==> src/sv/b85d_pkg.sv <==
// Package for the base85 little-endian decoder.
// Holds the beat types, the queue entry type and the digit lookup functions.
// No dependencies; every module of the block imports it.
package b85d_pkg;

   localparam int QUEUE_DEPTH  = 4;
   localparam int QPTR_WIDTH   = $clog2(QUEUE_DEPTH);
   localparam int QCNT_WIDTH   = $clog2(QUEUE_DEPTH + 1);
   localparam int GROUP_DIGITS = 5;
   localparam int CNT_WIDTH    = 3;
   localparam int NRES_WIDTH   = 3;
   localparam int BYTES_PER_GROUP = 4;

   localparam logic [7:0] CHAR_SPACE   = 8'h20;
   localparam logic [7:0] CHAR_NEWLINE = 8'h0A;
   localparam logic [7:0] CHAR_TAB     = 8'h09;
   localparam logic [6:0] NOT_DIGIT    = 7'd85;

   typedef struct packed {
      logic [7:0] char_code;
      logic       is_last;
   } req_type;

   typedef struct packed {
      logic [7:0] data_byte;
      logic       byte_valid;
      logic       run_last;
      logic       message_end;
   } rsp_type;

   // One classified character on its way from the front to the back.
   typedef struct packed {
      logic [31:0]           term;       // digit times its place weight
      logic [NRES_WIDTH-1:0] nres;       // result beats this entry causes
      logic                  byte_valid; // 0 for the empty end marker and for entries that only add a digit
      logic                  is_last;
      logic                  clear;      // accumulator restarts afterwards
   } op_type;

   // Maps a 7-bit character onto its digit, or NOT_DIGIT.
   function automatic logic [6:0] digit_of(input logic [6:0] ch);
      logic [6:0] d;
      d = NOT_DIGIT;
      if (ch >= 7'h30 && ch <= 7'h39) begin
         d = ch - 7'h30;
      end else if (ch >= 7'h41 && ch <= 7'h5A) begin
         d = ch - 7'h41 + 7'd10;
      end else if (ch >= 7'h61 && ch <= 7'h7A) begin
         d = ch - 7'h61 + 7'd36;
      end else begin
         case (ch)
            7'h24:   d = 7'd62;
            7'h25:   d = 7'd63;
            7'h26:   d = 7'd64;
            7'h28:   d = 7'd65;
            7'h29:   d = 7'd66;
            7'h2A:   d = 7'd67;
            7'h2B:   d = 7'd68;
            7'h2D:   d = 7'd69;
            7'h3A:   d = 7'd70;
            7'h3B:   d = 7'd71;
            7'h3C:   d = 7'd72;
            7'h3D:   d = 7'd73;
            7'h3E:   d = 7'd74;
            7'h40:   d = 7'd75;
            7'h5B:   d = 7'd76;
            7'h5D:   d = 7'd77;
            7'h5E:   d = 7'd78;
            7'h5F:   d = 7'd79;
            7'h60:   d = 7'd80;
            7'h7B:   d = 7'd81;
            7'h7C:   d = 7'd82;
            7'h7D:   d = 7'd83;
            7'h7E:   d = 7'd84;
            default: d = NOT_DIGIT;
         endcase
      end
      return d;
   endfunction

   // Place weight 85^position for positions 0 to 4.
   function automatic logic [25:0] weight_of(input logic [CNT_WIDTH-1:0] pos);
      logic [25:0] w;
      case (pos)
         3'd0:    w = 26'd1;
         3'd1:    w = 26'd85;
         3'd2:    w = 26'd7225;
         3'd3:    w = 26'd614125;
         3'd4:    w = 26'd52200625;
         default: w = 26'd0;
      endcase
      return w;
   endfunction

endpackage

==> src/sv/b85d_front.sv <==
// Front end of the base85 decoder: accepts characters, skips blanks and
// non-alphabet codes, weights each digit and decides what the back must emit.
// Depends on b85d_pkg.
module b85d_front (
   input  logic               clock,
   input  logic               reset,
   input  logic               req_valid,
   output logic               req_ready,
   input  b85d_pkg::req_type  req_data,
   input  logic               q_full,
   output logic               push,
   output b85d_pkg::op_type   push_op
);
   import b85d_pkg::*;

   logic [CNT_WIDTH-1:0] count_ff, count_in;
   logic                 accept;
   logic                 is_blank;
   logic [6:0]           digit;
   logic                 is_digit;
   logic [CNT_WIDTH-1:0] count_after;
   logic                 group_done;
   logic [32:0]          product;

   assign req_ready = !q_full;
   assign accept    = req_valid && req_ready;

   always_comb begin
      is_blank = (req_data.char_code == CHAR_SPACE) ||
                 (req_data.char_code == CHAR_NEWLINE) ||
                 (req_data.char_code == CHAR_TAB);
      digit    = digit_of(req_data.char_code[6:0]);
      is_digit = !is_blank && (digit != NOT_DIGIT);
      product  = {7'd0, weight_of(count_ff)} * {26'd0, digit};

      count_after = is_digit ? count_ff + CNT_WIDTH'(1) : count_ff;
      group_done  = (count_after == CNT_WIDTH'(GROUP_DIGITS));

      push_op.term       = is_digit ? product[31:0] : 32'd0;
      push_op.is_last    = req_data.is_last;
      push_op.clear      = group_done || req_data.is_last;
      push_op.byte_valid = group_done || (req_data.is_last && count_after > CNT_WIDTH'(1));
      if (group_done) begin
         push_op.nres = NRES_WIDTH'(BYTES_PER_GROUP);
      end else if (req_data.is_last) begin
         // A partial group of n digits gives n-1 bytes; one digit or none gives the end marker.
         push_op.nres = (count_after > CNT_WIDTH'(1)) ?
                        NRES_WIDTH'(count_after - CNT_WIDTH'(1)) : NRES_WIDTH'(1);
      end else begin
         push_op.nres = '0;
      end

      push     = accept && (is_digit || req_data.is_last);
      count_in = count_ff;
      if (accept) begin
         count_in = push_op.clear ? '0 : count_after;
      end
   end

   always_ff @(posedge clock) begin
      if (reset) begin
         count_ff <= '0;
      end else begin
         count_ff <= count_in;
      end
   end

endmodule

==> src/sv/b85d_queue.sv <==
// Short queue of classified characters between the front and the back end.
// Entries sit in flip-flops; the head is presented without a read delay.
// Depends on b85d_pkg.
module b85d_queue (
   input  logic              clock,
   input  logic              reset,
   input  logic              push,
   input  b85d_pkg::op_type  push_op,
   output logic              full,
   output logic              head_valid,
   output b85d_pkg::op_type  head_op,
   input  logic              pop
);
   import b85d_pkg::*;

   op_type                entry_ff [QUEUE_DEPTH];
   logic [QPTR_WIDTH-1:0] wr_ptr_ff, wr_ptr_in;
   logic [QPTR_WIDTH-1:0] rd_ptr_ff, rd_ptr_in;
   logic [QCNT_WIDTH-1:0] fill_ff, fill_in;
   logic                  do_pop;

   assign full       = (fill_ff == QCNT_WIDTH'(QUEUE_DEPTH));
   assign head_valid = (fill_ff != '0);
   assign head_op    = entry_ff[rd_ptr_ff];
   assign do_pop     = pop && head_valid;

   always_comb begin
      wr_ptr_in = push   ? wr_ptr_ff + QPTR_WIDTH'(1) : wr_ptr_ff;
      rd_ptr_in = do_pop ? rd_ptr_ff + QPTR_WIDTH'(1) : rd_ptr_ff;
      fill_in   = fill_ff;
      if (push && !do_pop) begin
         fill_in = fill_ff + QCNT_WIDTH'(1);
      end else if (!push && do_pop) begin
         fill_in = fill_ff - QCNT_WIDTH'(1);
      end
   end

   always_ff @(posedge clock) begin
      if (push) begin
         entry_ff[wr_ptr_ff] <= push_op;
      end
   end

   always_ff @(posedge clock) begin
      if (reset) begin
         wr_ptr_ff <= '0;
         rd_ptr_ff <= '0;
         fill_ff   <= '0;
      end else begin
         wr_ptr_ff <= wr_ptr_in;
         rd_ptr_ff <= rd_ptr_in;
         fill_ff   <= fill_in;
      end
   end

endmodule

==> src/sv/b85d_back.sv <==
// Back end of the base85 decoder: sums weighted digits into the group word
// and sends the bytes of finished or flushed groups one beat at a time.
// Depends on b85d_pkg.
module b85d_back (
   input  logic              clock,
   input  logic              reset,
   input  logic              head_valid,
   input  b85d_pkg::op_type  head_op,
   output logic              pop,
   output logic              rsp_valid,
   input  logic              rsp_ready,
   output b85d_pkg::rsp_type rsp_data
);
   import b85d_pkg::*;

   logic [31:0]           accum_ff, accum_in;
   logic [31:0]           word_ff, word_in;
   logic [NRES_WIDTH-1:0] rem_ff, rem_in;
   logic                  busy_ff, busy_in;
   logic                  bval_ff, bval_in;
   logic                  last_ff, last_in;
   logic                  rsp_valid_ff, rsp_valid_in;
   rsp_type               rsp_data_ff, rsp_data_in;

   logic                  out_free;
   logic                  emit;
   logic                  finishing;
   logic [31:0]           sum;

   assign rsp_valid = rsp_valid_ff;
   assign rsp_data  = rsp_data_ff;

   always_comb begin
      out_free  = !rsp_valid_ff || rsp_ready;
      emit      = busy_ff && out_free;
      finishing = emit && (rem_ff == NRES_WIDTH'(1));
      // Entries that only add a digit never wait for the byte sender.
      pop       = head_valid && ((head_op.nres == '0) || !busy_ff || finishing);
      sum       = accum_ff + head_op.term;

      accum_in     = accum_ff;
      word_in      = word_ff;
      rem_in       = rem_ff;
      busy_in      = busy_ff;
      bval_in      = bval_ff;
      last_in      = last_ff;
      rsp_valid_in = rsp_valid_ff;
      rsp_data_in  = rsp_data_ff;

      if (emit) begin
         rsp_valid_in            = 1'b1;
         rsp_data_in.data_byte   = bval_ff ? word_ff[7:0] : 8'd0;
         rsp_data_in.byte_valid  = bval_ff;
         rsp_data_in.run_last    = (rem_ff == NRES_WIDTH'(1));
         rsp_data_in.message_end = (rem_ff == NRES_WIDTH'(1)) && last_ff;
         word_in                 = {8'd0, word_ff[31:8]};
         rem_in                  = rem_ff - NRES_WIDTH'(1);
         busy_in                 = (rem_ff != NRES_WIDTH'(1));
      end else if (rsp_ready) begin
         rsp_valid_in = 1'b0;
      end

      if (pop) begin
         accum_in = head_op.clear ? 32'd0 : sum;
         if (head_op.nres != '0) begin
            word_in = sum;
            rem_in  = head_op.nres;
            busy_in = 1'b1;
            bval_in = head_op.byte_valid;
            last_in = head_op.is_last;
         end
      end
   end

   always_ff @(posedge clock) begin
      word_ff     <= word_in;
      rem_ff      <= rem_in;
      bval_ff     <= bval_in;
      last_ff     <= last_in;
      rsp_data_ff <= rsp_data_in;
   end

   always_ff @(posedge clock) begin
      if (reset) begin
         accum_ff     <= '0;
         busy_ff      <= 1'b0;
         rsp_valid_ff <= 1'b0;
      end else begin
         accum_ff     <= accum_in;
         busy_ff      <= busy_in;
         rsp_valid_ff <= rsp_valid_in;
      end
   end

endmodule

==> src/sv/base85_little_endian_decoder.sv <==
// Base85 decoder, digits least significant first, one character per beat.
// Top level; instantiates b85d_front, b85d_queue and b85d_back and imports b85d_pkg.
//
// Usage:
//   The req channel carries one character per beat (char_code, is_last).
//   Blanks and non-alphabet characters are dropped; bit 7 is ignored. Every fifth digit
//   completes a group that leaves on the rsp channel as four byte beats,
//   least significant first. The beat marked is_last flushes a partial group
//   of n digits as n-1 bytes, or gives one beat with byte_valid low; its
//   final beat carries message_end. run_last marks the last rsp beat caused
//   by one req beat.
//   Throughput: one req beat per cycle while the four-entry queue has room.
//   The back end sends one rsp beat per cycle while the receiver is ready,
//   so a group holds the output port for four beats; the queue absorbs the input of the next group.
//   Path: a completing character's first byte passes through the queue
//   entry, written at the accepting edge, then the group word register,
//   then the output register.
//   Reset clears the digit counter, the queue and the accumulator; nothing
//   is in flight afterwards. When the receiver stalls, the output register
//   holds its beat, the queue fills and req_ready falls.
module base85_little_endian_decoder (
   input  logic               clock,
   input  logic               reset,
   input  logic               req_valid,
   output logic               req_ready,
   input  b85d_pkg::req_type  req_data,
   output logic               rsp_valid,
   input  logic               rsp_ready,
   output b85d_pkg::rsp_type  rsp_data
);
   import b85d_pkg::*;

   logic   q_full;
   logic   push;
   op_type push_op;
   logic   head_valid;
   op_type head_op;
   logic   pop;

   b85d_front u_front (
      .clock     (clock),
      .reset     (reset),
      .req_valid (req_valid),
      .req_ready (req_ready),
      .req_data  (req_data),
      .q_full    (q_full),
      .push      (push),
      .push_op   (push_op)
   );

   b85d_queue u_queue (
      .clock      (clock),
      .reset      (reset),
      .push       (push),
      .push_op    (push_op),
      .full       (q_full),
      .head_valid (head_valid),
      .head_op    (head_op),
      .pop        (pop)
   );

   b85d_back u_back (
      .clock      (clock),
      .reset      (reset),
      .head_valid (head_valid),
      .head_op    (head_op),
      .pop        (pop),
      .rsp_valid  (rsp_valid),
      .rsp_ready  (rsp_ready),
      .rsp_data   (rsp_data)
   );

endmodule

==> config.mk <==
export PLATFORM = sky130hd
export DESIGN_NAME = base85_little_endian_decoder
export DESIGN_NICKNAME = d
export VERILOG_FILES = /design/src/sv/b85d_pkg.sv /design/src/sv/b85d_front.sv /design/src/sv/b85d_queue.sv /design/src/sv/b85d_back.sv /design/src/sv/base85_little_endian_decoder.sv
export SDC_FILE = /design/constraint.sdc
export NUM_CORES = 1
export LEC_CHECK = 0
export BUFFER_PORTS_ARGS = -buffer_cell sky130_fd_sc_hd__buf_4
export CAP_MARGIN = 40
export CORE_AREA = 4 4 175 177
export CTS_BUF_LIST = sky130_fd_sc_hd__clkbuf_2
export DETAILED_ROUTE_END_ITERATION = 6
export DIE_AREA = 0 0 179 181
export PLACE_DENSITY = 0.78
export SLEW_MARGIN = 20
export SYNTH_ARGS = -nofsm -noshare
export SYNTH_HDL_FRONTEND = slang
export SYNTH_HIERARCHICAL = 1
export SYNTH_SLANG_ARGS = --single-unit
export TNS_END_PERCENT = 1
==> constraint.sdc <==
create_clock -name clock -period 7 [get_ports clock]
set_clock_uncertainty 0.05 [all_clocks]
set_input_delay 0 -clock clock [delete_from_list [all_inputs] [get_ports clock]]
set_output_delay 0 -clock clock [all_outputs]
set_load 0.05 [all_outputs]
==> qor.csv <==
metric,value,unit
worst_hold_path.endpoint,u_front/count_ff[0],
drt_pre_antenna_iters,5,
synth_area_in_xor_xnor,3.063,%
synth-seq-area-share,38.98,%
hold_path.startpoint,req_valid,
unrepaired_setup_endpoints_after_global_routing,yes,
post_synth_fa_ha_maj_area_fraction,18.73,%
total_number_of_yosys_warnings,6,
h-tree-depth,2,
critical_path.endpoint_type,register,
rr_endpoint,u_queue/entry_ff[1][32],
post_synth_mux_area_share,5.666,%
async_reset_ff_share,0,%
max_slew.worst_pin.slew,692.0,ps
wire_length_of_the_first_global_routing_pass,62550,um
fin_util,64.20,%
clockRootBuffer,clkbuf_2,
wl_per_cell,17.58,um
ff2ff_setup_slack,360,ps
startpoint_type,input pin,
min-delay-path-class,input pin to register,
critical-path-max-stage-delay,550,ps
max_slew_vio_count,0,
synthCells,1605,
mostFrequentLayoutCells,"inv_1 (178), edfxtp_1 (165), ha_1 (139)",
synth_top_cell_by_area,edfxtp_1,
power_leakage,8.433,nW
achievable_frequency,0.1467,GHz
syn-cell-area,0.01687,mm2
die-area,0.03240,mm2
timing_worst_setup_path_type,input pin to register,
grt_overflow_total,0,
synth_enable_flop_cells,165,
vdd_drop_max,133.4,uV
drc_violations_left,0,
wl,38070,um
worstPathArrival,7410,ps
run_status,finished clean,
final_common_cell,inv_1,
syn_avg_cell_area,10.51,um2
maximum_fanout_count_along_the_critical_path,4,
track_usage,23.60,%
multi_input_comb_area,0.009412,mm2
maximum_number_of_pins_on_one_net_before_global_route_repair,63,
final_nets,1955,
die-width,179,um
drt_first_iter_violations,873,
core,0.02924,mm2
numClockSinks,246,
netlist_top_cells_area,"edfxtp_1 (29%), ha_1 (10%), dfxtp_1 (9.6%)",
power_density,307.2,mW/mm2
register_area,0.006578,mm2
critical-path-top-cell-by-count,inv_1,
post_synth_num_cell_types,100,
finalHoldWorstSlack,155.4,ps
antenna_found_initial,1,
port_buffers,25,
critical_path.slowest_cell,or4_4,
post_drt_via_cell_ratio,5.794,
main_combinational_cell_family_by_area_after_synthesis,adder cells,
placementRows,63,
vias_after_detailed_routing,12550,
area_growth_synth_to_finish,11.30,%
clk_path_buf_depth,3,
postSynthRegisterBits,246,
worst_setup_hold_path_clk_slew,100,ps
ant_nets,0,
cap_violations,0,
worstRegToRegCells,29,
fin_crit_sh,97.37,%
grt_pass1_vias,12780,
period_minus_slack,6816,ps
worst_skew_pair.late_latency,820,ps
die_height,181,um
mappedNetlistNets,1828,
post_synth_and_or_nand_nor_area_fraction,13.25,%
cts_buffers,55,
initial_core_util,57.69,%
nFillCells,2283,
gp_congestion,0.9802,
synth_top_area_share,29.37,%
finalHoldViolations,0,
total_power,0.005767,W
setup_viol,0,
dp_hpwl,29000,um
cts_tree,done,
layout_cells_sized_above_1,16.68,%
pin_count,26,
worst_r2r_startpoint,u_front/count_ff[1],
critPathRequiredTime,7590,ps
synthFlopType,edfxtp_1,
timing.max_slew.rel_slack,53.51,%
synth_compound_gate_area_share,14.62,%
worst_hold_path.num_cells,5,
## power by group
group / internal, W / leakage (nW) / total [W] / switching [W]
combinational: 0.00106 / 5.82 / 0.00270 / 0.00164
clock: 0.000377 / 0.392 / 0.000916 / 0.000540
sequential: 0.00198 / 2.22 / 0.00215 / 0.000170
## metal layers
layer	track usage [%]	up-vias	part of all wire (%)	wire, um
li1	-	6060	-	-
met1	30.59	6066	42	16140
met2	40.92	335	50	19160
met3	2.637	89	4.0	1519
met4	8.382	0	3.3	1249
met5	0	-	0	0
## kinds of logic (layout without fill, tap and decap cells)
family | after synthesis | after routing
simple gates | 462 | 462
compound gates | 344 | 344
flops | 246 | 246
buf+inv | 236 | 406
fa+ha+maj | 210 | 210
xor+xnor | 59 | 59
mux | 48 | 48
other cells | 0 | 1
## sequential cells by signal, summed over array words and instances (netlist names), 2 cells and up, named ones only
register	flops
u_front/count_ff	3
u_queue/entry_ff	152
u_back/rsp_data	11
u_queue/fill_ff	3
u_queue/rd_ptr_ff	2
u_back/rem_ff	3
u_back/accum_ff	32
u_queue/wr_ptr_ff	2
u_back/word_ff	32
## how the worst max path moves through the flow
| stage | start | endpoint | slack (ps) | depth (start not counted) |
|---|---|---|---|---|
| finish | req_data[1] | u_queue/entry_ff[1][32] | 180 | 31 |
| global route | req_data[1] | u_queue/entry_ff[1][32] | -100 | 31 |
| CTS | req_data[1] | u_queue/entry_ff[1][32] | 120 | 31 |
| detailed placement | req_data[1] | u_queue/entry_ff[2][33] | -150 | 28 |
| global placement | req_data[1] | u_queue/entry_ff[0][32] | -70 | 32 |
| floorplan | req_data[5] | u_queue/entry_ff[0][32] | 110 | 28 |
## area by class of cell
cell class / instances / share of cell area [%]
diodes: 1 / 0.01333
clock buffers: 77 / 2.053
clock inverters: 23 / 0.8063
inverters: 180 / 3.599
multi-input cells: 1123 / 50.13
flip-flops and latches: 246 / 35.03
well taps: 390 / 2.599
repair buffers: 126 / 5.771
## critical path: cells and delay by family
family	cells	cell delay (ps)
AND/OR/NAND/NOR	6	1400
buffers and inverters	9	1220
AO/OA/AOI/OAI	10	2180
adder cells (fa/ha/maj)	6	2590
## through the flow
stage                     setup TNS, ps  area (um2)  setup WS (ps)  cells
after CTS                             0       18700          117.4   2164
after floorplan                       0       16870          109.3   1605
after detailed placement          -2033       18070         -147.7   2054
after global routing             -254.7       18780         -95.43   2166
final                                 0       18780          184.0   2166
after global placement           -260.4       17910         -65.11   2047
## synth_stat cells (all sizes together) (23+ instances only)
cell type and number:
inv 179, edfxtp 165, ha 139, nand2 134, nor2 134, dfxtp 81, a21oi 76, fa 71
o21ai 59, mux4 38, xnor2 36, nand3 34, a21o 33, clkbuf 31, nor3 30, a31oi 26
a22oi 24, buf 24, xor2 23
## timing repair
action,in CTS,in global routing
gates resized for setup,0,16
buffers inserted,0,1
hold endpoints to repair,114,0
hold buffers,10,0
endpoints found under the setup margin,0,37
Note: power is estimated with default switching activity, not from simulation.
